### config.mk
export PLATFORM = sky130hd
export DESIGN_NAME = priority_task_queue_unit
export DESIGN_NICKNAME = d
export VERILOG_FILES = /design/src/rtl/core/ptq_pkg.sv /design/src/rtl/core/ptq_ctrl.sv /design/src/rtl/core/ptq_datapath.sv /design/src/rtl/core/priority_task_queue_unit.sv
export SDC_FILE = /design/constraint.sdc
export NUM_CORES = 2
export LEC_CHECK = 0
export ABC_CLOCK_PERIOD_IN_PS = 6080
export BUFFER_PORTS_ARGS = -buffer_cell sky130_fd_sc_hd__buf_4
export CAP_MARGIN = 25
export CORE_MARGIN = 3
export CORE_UTILIZATION = 50
export CTS_CLUSTER_SIZE = 25
export DETAILED_ROUTE_END_ITERATION = 10
export PLACE_DENSITY_LB_ADDON = 0.1
export SYNTH_ARGS = -nofsm -noshare
export SYNTH_HDL_FRONTEND = slang
export SYNTH_SLANG_ARGS = --single-unit
### constraint.sdc
create_clock -name clk -period 6.08 [get_ports clk]
set_input_delay 0 -clock clk [delete_from_list [all_inputs] [get_ports clk]]
set_output_delay 0 -clock clk [all_outputs]
set_load 0.01 [all_outputs]
### src/rtl/core/ptq_pkg.sv
package ptq_pkg;

	localparam int unsigned QUEUE_DEPTH_DEF = 16;
	localparam int unsigned ACTION_W        = 2;
	localparam int unsigned TASK_W          = 16;
	localparam int unsigned PRIO_W          = 16;
	localparam int unsigned STATUS_W        = 3;
	localparam int unsigned OCC_W           = 5;

	// action codes, the unused code is decoded as a pop
	localparam logic [ACTION_W-1:0] ACT_PUSH     = 2'd0;
	localparam logic [ACTION_W-1:0] ACT_PRIO     = 2'd1;
	localparam logic [ACTION_W-1:0] ACT_POP      = 2'd2;
	localparam logic [ACTION_W-1:0] ACT_POP_ALT  = 2'd3;

	// result status codes
	localparam logic [STATUS_W-1:0] STS_QUEUED   = 3'd0;
	localparam logic [STATUS_W-1:0] STS_REJECTED = 3'd1;
	localparam logic [STATUS_W-1:0] STS_POPPED   = 3'd2;
	localparam logic [STATUS_W-1:0] STS_EMPTY    = 3'd3;
	localparam logic [STATUS_W-1:0] STS_FULL     = 3'd4;

	typedef struct packed {
		logic [ACTION_W-1:0]      action;
		logic [TASK_W-1:0]        task_id;
		logic signed [PRIO_W-1:0] priority_req;
		logic                     perform_first;
		logic                     prepare_ok;
	} in_item_t;

	typedef struct packed {
		logic [STATUS_W-1:0]      status;
		logic [TASK_W-1:0]        out_task_id;
		logic signed [PRIO_W-1:0] out_priority;
		logic [OCC_W-1:0]         occupancy;
	} out_item_t;

	typedef enum logic [1:0] {
		ST_IDLE,
		ST_CMP,
		ST_UPD
	} ptq_state_t;

	// controller to datapath commands
	typedef struct packed {
		logic load;
		logic cmp;
		logic upd;
	} ptq_cmd_t;

endpackage

### src/rtl/core/ptq_ctrl.sv
module ptq_ctrl (
	input  logic              clk,
	input  logic              arst_n,
	input  logic              in_valid,
	output logic              in_ready,
	output logic              out_valid,
	input  logic              out_ready,
	output ptq_pkg::ptq_cmd_t cmd
);

	ptq_pkg::ptq_state_t state_q;
	ptq_pkg::ptq_state_t state_nx;
	logic                out_valid_q;
	logic                out_free;

	assign out_free  = !out_valid_q || out_ready;
	assign out_valid = out_valid_q;

	always_comb begin
		state_nx = state_q;
		unique case (state_q)
			ptq_pkg::ST_IDLE: begin
				if (in_valid) begin
					state_nx = ptq_pkg::ST_CMP;
				end
			end
			ptq_pkg::ST_CMP: begin
				state_nx = ptq_pkg::ST_UPD;
			end
			ptq_pkg::ST_UPD: begin
				if (out_free) begin
					state_nx = ptq_pkg::ST_IDLE;
				end
			end
			default: begin
				state_nx = ptq_pkg::ST_IDLE;
			end
		endcase
	end

	always_comb begin
		in_ready = 1'b0;
		cmd      = '0;
		unique case (state_q)
			ptq_pkg::ST_IDLE: begin
				in_ready = 1'b1;
				cmd.load = in_valid;
			end
			ptq_pkg::ST_CMP: begin
				cmd.cmp = 1'b1;
			end
			ptq_pkg::ST_UPD: begin
				cmd.upd = out_free;
			end
			default: begin
				in_ready = 1'b0;
			end
		endcase
	end

	always_ff @(posedge clk or negedge arst_n) begin
		if (!arst_n) begin
			state_q     <= ptq_pkg::ST_IDLE;
			out_valid_q <= 1'b0;
		end else begin
			state_q <= state_nx;
			if (cmd.upd) begin
				out_valid_q <= 1'b1;
			end else if (out_ready) begin
				out_valid_q <= 1'b0;
			end
		end
	end

	// a taken request always goes through compare and then update
	a_load_to_cmp: assert property (@(posedge clk) disable iff (!arst_n)
		cmd.load |=> state_q == ptq_pkg::ST_CMP)
		else $error("request not followed by compare");

	a_cmp_to_upd: assert property (@(posedge clk) disable iff (!arst_n)
		state_q == ptq_pkg::ST_CMP |=> state_q == ptq_pkg::ST_UPD)
		else $error("compare not followed by update");

	a_upd_gives_result: assert property (@(posedge clk) disable iff (!arst_n)
		cmd.upd |=> out_valid_q && state_q == ptq_pkg::ST_IDLE)
		else $error("update did not present a result");

	a_no_load_while_busy: assert property (@(posedge clk) disable iff (!arst_n)
		state_q != ptq_pkg::ST_IDLE |-> !cmd.load)
		else $error("request taken while busy");

endmodule

### src/rtl/core/ptq_datapath.sv
module ptq_datapath #(
	parameter int unsigned QUEUE_DEPTH = ptq_pkg::QUEUE_DEPTH_DEF
) (
	input  logic               clk,
	input  logic               arst_n,
	input  ptq_pkg::ptq_cmd_t  cmd,
	input  ptq_pkg::in_item_t  in_data,
	output ptq_pkg::out_item_t out_data
);

	localparam int unsigned CNT_W = $clog2(QUEUE_DEPTH + 1);
	localparam int unsigned LVL_N = $clog2(QUEUE_DEPTH);

	ptq_pkg::in_item_t        cmd_q;
	logic [ptq_pkg::TASK_W-1:0]        slot_task_q [QUEUE_DEPTH];
	logic signed [ptq_pkg::PRIO_W-1:0] slot_prio_q [QUEUE_DEPTH];
	logic [CNT_W-1:0]         count_q;
	logic [CNT_W-1:0]         count_nx;
	logic [QUEUE_DEPTH-1:0]   match_s1;
	logic [QUEUE_DEPTH-1:0]   pre_or [LVL_N+1];
	logic [QUEUE_DEPTH-1:0]   at_or_after;
	logic [QUEUE_DEPTH-1:0]   shift_up;
	logic [QUEUE_DEPTH-1:0]   at_pos;
	logic                     is_pop;
	logic                     push_ok;
	logic                     pop_ok;
	logic                     is_full;
	logic                     is_empty;
	ptq_pkg::out_item_t       res_q;

	assign is_pop   = (cmd_q.action == ptq_pkg::ACT_POP) || (cmd_q.action == ptq_pkg::ACT_POP_ALT);
	assign is_full  = (count_q == CNT_W'(QUEUE_DEPTH));
	assign is_empty = (count_q == '0);
	assign push_ok  = !is_pop && cmd_q.prepare_ok && !is_full;
	assign pop_ok   = is_pop && !is_empty;

	always_ff @(posedge clk) begin
		if (cmd.load) begin
			cmd_q <= in_data;
		end
	end

	// per-slot compare, the slot at count always matches so a push
	// with no earlier hit lands at the back
	always_ff @(posedge clk) begin
		if (cmd.cmp) begin
			for (int k = 0; k < QUEUE_DEPTH; k++) begin
				match_s1[k] <= (CNT_W'(k) == count_q) ||
					((CNT_W'(k) < count_q) && (cmd_q.action == ptq_pkg::ACT_PRIO) &&
					 ((slot_prio_q[k] < cmd_q.priority_req) ||
					  (cmd_q.perform_first && slot_prio_q[k] == cmd_q.priority_req)));
			end
		end
	end

	// prefix or, log levels
	always_comb begin
		pre_or[0] = match_s1;
		for (int l = 0; l < LVL_N; l++) begin
			for (int k = 0; k < QUEUE_DEPTH; k++) begin
				if (k >= (1 << l)) begin
					pre_or[l+1][k] = pre_or[l][k] | pre_or[l][k - (1 << l)];
				end else begin
					pre_or[l+1][k] = pre_or[l][k];
				end
			end
		end
		at_or_after = pre_or[LVL_N];
		shift_up    = {at_or_after[QUEUE_DEPTH-2:0], 1'b0};
		at_pos      = at_or_after & ~shift_up;
	end

	always_ff @(posedge clk) begin
		if (cmd.upd && push_ok) begin
			for (int k = 0; k < QUEUE_DEPTH; k++) begin
				if (k > 0 && shift_up[k]) begin
					slot_task_q[k] <= slot_task_q[(k > 0) ? k - 1 : 0];
					slot_prio_q[k] <= slot_prio_q[(k > 0) ? k - 1 : 0];
				end else if (at_pos[k]) begin
					slot_task_q[k] <= cmd_q.task_id;
					slot_prio_q[k] <= cmd_q.priority_req;
				end
			end
		end else if (cmd.upd && pop_ok) begin
			for (int k = 0; k < QUEUE_DEPTH - 1; k++) begin
				slot_task_q[k] <= slot_task_q[k+1];
				slot_prio_q[k] <= slot_prio_q[k+1];
			end
		end
	end

	always_comb begin
		count_nx = count_q;
		if (push_ok) begin
			count_nx = count_q + CNT_W'(1);
		end else if (pop_ok) begin
			count_nx = count_q - CNT_W'(1);
		end
	end

	always_ff @(posedge clk or negedge arst_n) begin
		if (!arst_n) begin
			count_q <= '0;
		end else if (cmd.upd) begin
			count_q <= count_nx;
		end
	end

	always_ff @(posedge clk) begin
		if (cmd.upd) begin
			res_q.out_task_id  <= '0;
			res_q.out_priority <= '0;
			res_q.occupancy    <= ptq_pkg::OCC_W'(count_nx);
			if (is_pop) begin
				if (is_empty) begin
					res_q.status <= ptq_pkg::STS_EMPTY;
				end else begin
					res_q.status       <= ptq_pkg::STS_POPPED;
					res_q.out_task_id  <= slot_task_q[0];
					res_q.out_priority <= slot_prio_q[0];
				end
			end else if (!cmd_q.prepare_ok) begin
				res_q.status      <= ptq_pkg::STS_REJECTED;
				res_q.out_task_id <= cmd_q.task_id;
			end else if (is_full) begin
				res_q.status <= ptq_pkg::STS_FULL;
			end else begin
				res_q.status <= ptq_pkg::STS_QUEUED;
			end
		end
	end

	assign out_data = res_q;

	a_count_bound: assert property (@(posedge clk) disable iff (!arst_n)
		count_q <= CNT_W'(QUEUE_DEPTH))
		else $error("count beyond depth");

	a_one_insert_slot: assert property (@(posedge clk) disable iff (!arst_n)
		cmd.upd && push_ok |-> $onehot(at_pos))
		else $error("insert position not unique");

	a_count_steps: assert property (@(posedge clk) disable iff (!arst_n)
		!cmd.upd |=> $stable(count_q))
		else $error("count moved outside update");

endmodule

### src/rtl/core/priority_task_queue_unit.sv
// channel | direction | handshake               | payload
// in      | input     | in_valid / in_ready     | in_data  (action, task, priority, flags)
// out     | output    | out_valid / out_ready   | out_data (status, task, priority, occupancy)
//
// every request passes through capture, per-slot compare, then shift and insert
// the per-slot compare is registered before the shift and insert over the slot registers
// the result sits in an output register, so the next request is taken while it waits
// a new request stalls in update only while the previous result is still not taken
// reset clears the controller and the count, slot contents are left as they are
module priority_task_queue_unit #(
	parameter int unsigned QUEUE_DEPTH = ptq_pkg::QUEUE_DEPTH_DEF
) (
	input  logic               clk,
	input  logic               arst_n,
	input  logic               in_valid,
	output logic               in_ready,
	input  ptq_pkg::in_item_t  in_data,
	output logic               out_valid,
	input  logic               out_ready,
	output ptq_pkg::out_item_t out_data
);

	// commands from the sequencer to the slot datapath
	ptq_pkg::ptq_cmd_t cmd;

	// sequencer: idle, compare, update; owns the output valid
	ptq_ctrl u_ctrl (
		.clk       (clk),
		.arst_n    (arst_n),
		.in_valid  (in_valid),
		.in_ready  (in_ready),
		.out_valid (out_valid),
		.out_ready (out_ready),
		.cmd       (cmd)
	);

	// slot registers, per-slot priority compare, shift network and result register
	ptq_datapath #(
		.QUEUE_DEPTH (QUEUE_DEPTH)
	) u_datapath (
		.clk      (clk),
		.arst_n   (arst_n),
		.cmd      (cmd),
		.in_data  (in_data),
		.out_data (out_data)
	);

	// every request yields exactly one result: no new request before the update is done
	a_one_in_flight: assert property (@(posedge clk) disable iff (!arst_n)
		in_valid && in_ready |=> !in_ready ##1 !in_ready)
		else $error("request accepted while one is in flight");

	a_result_after_update: assert property (@(posedge clk) disable iff (!arst_n)
		cmd.upd |=> out_valid)
		else $error("result missing after update");

	a_no_update_over_result: assert property (@(posedge clk) disable iff (!arst_n)
		cmd.upd |-> !out_valid || out_ready)
		else $error("result overwritten before taken");

endmodule

* Word-level counts from Yosys, hierarchy flattened
Memories as Yosys holds them, arrays and structs flattened.
Cells that the tools add are included.
** Cells by class
- Add/subtract/negate cells :: 2
- Multiply operators :: 0
- Div/mod/pow operators :: 0
- Order comparisons :: 32
- Equal/unequal tests :: 39
- Shift operators :: 0
- Mux-type cells :: 188
- Bitwise gates (word level) :: 112
- Reductions and logical operators :: 96
** Operators with widths (count)
- two-way mux 16 bit :: 61
- equality test 16 bit :: 16
- < comparator 16 bit :: 16
- two-way mux 1 bit :: 118
- OR 1 bit :: 109
- logical AND 1 bit :: 53
- equality test 4 x 5 -> 1 bit (first input constant) :: 8
- < comparator 4 x 5 -> 1 bit (first input constant) :: 8
- logical OR 1 bit :: 34
- two-way mux 32 bit :: 1
- equality test 3 x 5 -> 1 bit (first input constant) :: 4
- < comparator 3 x 5 -> 1 bit (first input constant) :: 4
- two-way mux 19 bit :: 1
- bitwise AND 16 bit :: 1
- inverter 16 bit :: 1
- equality test 2 x 5 -> 1 bit (first input constant) :: 2
- < comparator 1 x 5 -> 1 bit (first input constant) :: 2
- < comparator 2 x 5 -> 1 bit (first input constant) :: 2
- two-way mux 5 bit :: 2
- equality test 2 bit (second input constant) :: 3
- two-way mux 3 bit :: 2
- one-hot mux 2 bit (3 select lines) :: 1
- adder 5 x 1 -> 5 bit (second input constant) :: 1
- equality test 1 x 5 -> 1 bit (first input constant) :: 1
- 13 further kinds :: 18
** Word-level totals
- Register bits :: 100
- Bits in latches :: 0
- Memory bits (writable) :: 512
- ROM bits :: 0
- Input bits :: 40
- Output and inout port bits :: 42
- Logic and storage cells :: 484
- Memories :: 2
** Memory list
- u_datapath.slot_prio_q :: words 16, width 16, read ports 16, clocked after memory_dff 0, write ports 16, line ptq_datapath.sv:16 : logic signed [ptq_pkg::PRIO_W-1:0] slot_prio_q [QUEUE_DEPTH];
- u_datapath.slot_task_q :: words 16, width 16, read ports 16, clocked after memory_dff 0, write ports 16, line ptq_datapath.sv:15 : logic [ptq_pkg::TASK_W-1:0] slot_task_q [QUEUE_DEPTH];

* Depth between registers and ports, before layout
- Word-level depth :: 12
- Mapped depth :: 12

* Modules after synthesis
From an unflattened synthesis, not the netlist that was laid out.
** Second synthesis, totals
- Cells, all modules :: 3318
- Area total of the unflattened synthesis :: 34717.0 um^2
** Modules (own cells, without submodules)
- ptq_datapath :: instances 1, cells an instance 3306, area an instance 34584.4 um^2, sequential area each 18262.5 um^2
- ptq_ctrl :: instances 1, cells an instance 12, area an instance 132.6 um^2, sequential area each 75.1 um^2

* Worst setup path before layout
OpenSTA, ideal clock, no wires.
- Path type :: reg2reg
- Start :: register u_datapath.count_q[1]
- End :: memory u_datapath.slot_prio_q[0][112] (netlist bit), enable pin
- Arrival time :: 4.963 ns
- Path slack :: 0.723 ns
- Cell stages (with the launch flop) :: 10
- Buffers on the path :: 3
- Clock period less this slack :: 5.357 ns
- Cells stage by stage :: dfrtp_1 > clkbuf_1 > inv_1 > ha_1 > nand4bb_4 > nand4_2 > buf_6 > clkbuf_1 > o21ai_0 > nand2b_1
** RTL lines
- from (decl) :: line ptq_datapath.sv:17 : logic [CNT_W-1:0] count_q;
- from (signal assigned) :: line ptq_datapath.sv:105 : count_q <= count_nx;
- to (decl) :: line ptq_datapath.sv:16

==> results.yml <==
run_status:
  outcome: "finished clean"
synth:
  syn_inst: 3176
  synthXorXnorAreaFrac: 0.00226
  synthFlopType: "edfxtp_1"
  netlist-cell-type-count: 74
  synth-edff-count: 604
  synth_top_family_by_area: "compound AO/OA/AOI/OAI gates"
  synth_compound_area_frac: 0.144
  synth_warnings: 0
  async_reset_ff_frac: 0.0131
  muxShareOfSynthArea: 0.0688
  yosysSeqAreaShare: 0.526
  avgSynthCellArea_um2: 11.0
  yosys.area_share.adder: 0.0937
  synth_fp_nets: 3477
  synth_area_um2: 34900
  yosys.area_share.simple: 0.111
  synth_seq_cells: 612
route:
  drt_iter0_drc: 3632
  via_per_inst: 6.21
  routed_wl_mm: 95.5
  first_pass_iters: 11
  vias: 25900
  wire_per_inst_um: 22.9
  final_antenna_net_count: 0
  drc: 0
cts:
  cts_tree: "yes"
  numCtsBuffers: 69
  root_buffer: "clkbuf_16"
  clk_transition_reported_paths_ps: 60
  cts_buffer_depth: 3
  cts.sinks: 612
  insertion_delay_ps: 610
  postCtsSetupRepairBufs: 0
  cts-htree-levels: 3
cells_and_area:
  nFillCells: 5847
  synthToLayoutAreaGrowth_pct: 11.5
  final_cell_area_um2: 38900
  fin_nets: 3498
  drive_gt1_frac: 0.0919
  fin_util: 0.565
  final_cell_mix: "604 x edfxtp_1, 508 x nand2_1, 261 x ha_1, 219 x o21ai_0, 208 x inv_1"
  antennaDiodeCount: 0
  finalNonFillerCells: 4173
  final_common_cell: "edfxtp_1"
placed_design:
  pre_cts_ws_ps: 2070
  port_buffers: 81
  place.gp.congestion: 0.959
  dp.final_hpwl_mm: 67.9
  placed_area_um2: 36200
  dp.cells: 4011
setup_path:
  crit_type: "register to register"
  cp.arrival_ps: 4380
  required_ps: 6430
  cp-start-kind: "register"
  rrSetupSlack_ps: 2050
  cp-end-kind: "register"
  crit_path_max_fanout: 82
timing:
  rsz0062_at_grt: "no"
  whs_ps: 111
  slew_violations: 0
  tns_ps: 0
  layout_setup_ws_ps: 2050
  fin_crit_sh: 0.662
  max_freq_ghz: 0.248
  setup_viol: 0
  skew_ps: 16.0
  min_period_ps: 4030
  worstMarginPinSlew_ps: 1040
  max-slew-margin-rel: 0.305
  final_hold_viol_count: 0
die:
  num_rows: 96
  coreArea_um2: 68800
  die_y_um: 270
  dieWidth_um: 270
  die_area_um2: 72900
  start_util: 0.507
  ios: 82
grt:
  grtUsageTotal: 0.257
  grt_pass1_vias: 24800
  antenna_found_initial: 0
  grt-ovfl-total: 0
  grt_max_degree: 170
  grt_pass1_wl_mm: 148
power:
  worst_ir_drop_vdd_v: 0.000217
  power.density_nw_per_um2: 353
  static-leakage-power_nw: 15.4
  power_mw: 13.7
flow_run:
  drv_cap: 0
worst_hold_path:
  hp-class: "input pin to register"
==> logic make-up after synthesis <==
family / after synthesis
AND/OR/NAND/NOR: 859
multiplexers: 235
adder cells (fa/ha/maj): 261
flip-flops: 612
buffers and inverters: 443
XOR/XNOR: 9
AO/OA/AOI/OAI: 757
==> routing by layer <==
metal	up-vias	track usage	wire (um)
met1	12600	0.384	42500
met2	1203	0.392	41900
met3	151	0.0301	8480
met4	0	0.0851	2700
met5	-	0	0
li1	12000	-	-
==> synth_stat cells, drive strengths merged, types with 4 or more instances <==
| library cell | n | area share |
|---|---|---|
| a2111oi | 5 | 0.0013 |
| a211oi | 6 | 0.0013 |
| a21o | 22 | 0.0047 |
| a21oi | 131 | 0.019 |
| a222oi | 160 | 0.046 |
| a22o | 16 | 0.0040 |
| a31oi | 75 | 0.013 |
| and2 | 24 | 0.0044 |
| and3 | 27 | 0.0048 |
| and4 | 5 | 0.0013 |
| buf | 93 | 0.017 |
| clkbuf | 142 | 0.015 |
| dfrtp | 8 | 0.0057 |
| edfxtp | 604 | 0.52 |
| ha | 261 | 0.094 |
| inv | 208 | 0.022 |
| mux2 | 38 | 0.012 |
| mux2i | 197 | 0.057 |
| nand2 | 510 | 0.055 |
| nand2b | 15 | 0.0027 |
| nand3 | 34 | 0.0049 |
| nand4 | 45 | 0.0084 |
| nor2 | 131 | 0.014 |
| nor2b | 15 | 0.0027 |
| nor3 | 18 | 0.0032 |
| nor3b | 5 | 0.0011 |
| nor4 | 7 | 0.0017 |
| nor4b | 5 | 0.0019 |
| o2111ai | 6 | 0.0015 |
| o211ai | 11 | 0.0024 |
| o21a | 6 | 0.0013 |
| o21ai | 287 | 0.041 |
| o21bai | 4 | 0.00086 |
| or4 | 4 | 0.00086 |
| xnor2 | 6 | 0.0015 |
==> repair_timing <==
item	CTS	global route
resized for setup	0	0
hold buffers	40	0
setup endpoints to repair	0	0
hold endpoints to repair	47	0
==> path summary, 6_finish.rpt <==
kind / startpoint / cells past startpoint / to
max in group asynchronous: arst_n / 3 / u_ctrl.state_q[1]$_DFFE_PN0P_
max reg2reg: u_datapath.count_q[1]$_DFFE_PN0P_ / 8 / u_datapath.slot_prio_q[0][68]$_DFFE_PP_
max: u_datapath.count_q[1]$_DFFE_PN0P_ / 8 / u_datapath.slot_prio_q[0][68]$_DFFE_PP_
min reg2reg: u_datapath.slot_task_q[0][21]$_DFFE_PP_ / 2 / u_datapath.slot_task_q[0][5]$_DFFE_PP_
min in group asynchronous: arst_n / 3 / u_ctrl.state_q[0]$_DFFE_PN0P_
min: in_data[29] / 2 / u_datapath.cmd_q[29]$_DFFE_PP_
==> where the power goes <==
| part | switching (mW) | internal, mW |
|---|---|---|
| clock network | 1.70 | 2.26 |
| logic | 2.13 | 1.23 |
| registers | 0.691 | 5.71 |
| total | 4.52 | 9.20 |
==> sequential cells by signal (all words and copies together) (netlist names) <==
name and count:
u_datapath.slot_prio_q 256, u_datapath.slot_task_q 256, u_datapath.out_data 40, u_datapath.cmd_q 36, u_datapath.match_s1 16, u_datapath.count_q 5
u_ctrl.state_q 2, u_ctrl.out_valid 1
==> worst max-delay path, cell delays in order (launching register included) <==
cell     delay, ps
dfrtp_1        520
inv_1          180
ha_1           420
nor4b_4        500
nor2b_4         90
nand2_4        530
buf_4          790
o21ai_4        350
buf_16         270
==> final cells by class <==
cell class | instances | area (um2) | area share
flip-flops and latches | 612 | 18300 | 0.472
clock inverters | 27 | 223 | 0.00573
well taps | 931 | 1160 | 0.0300
repair buffers | 185 | 1750 | 0.0451
multi-input cells | 2121 | 14800 | 0.380
inverters | 208 | 781 | 0.0201
clock buffers | 89 | 1840 | 0.0475
No activity file was read; power rests on OpenSTA's default activity.
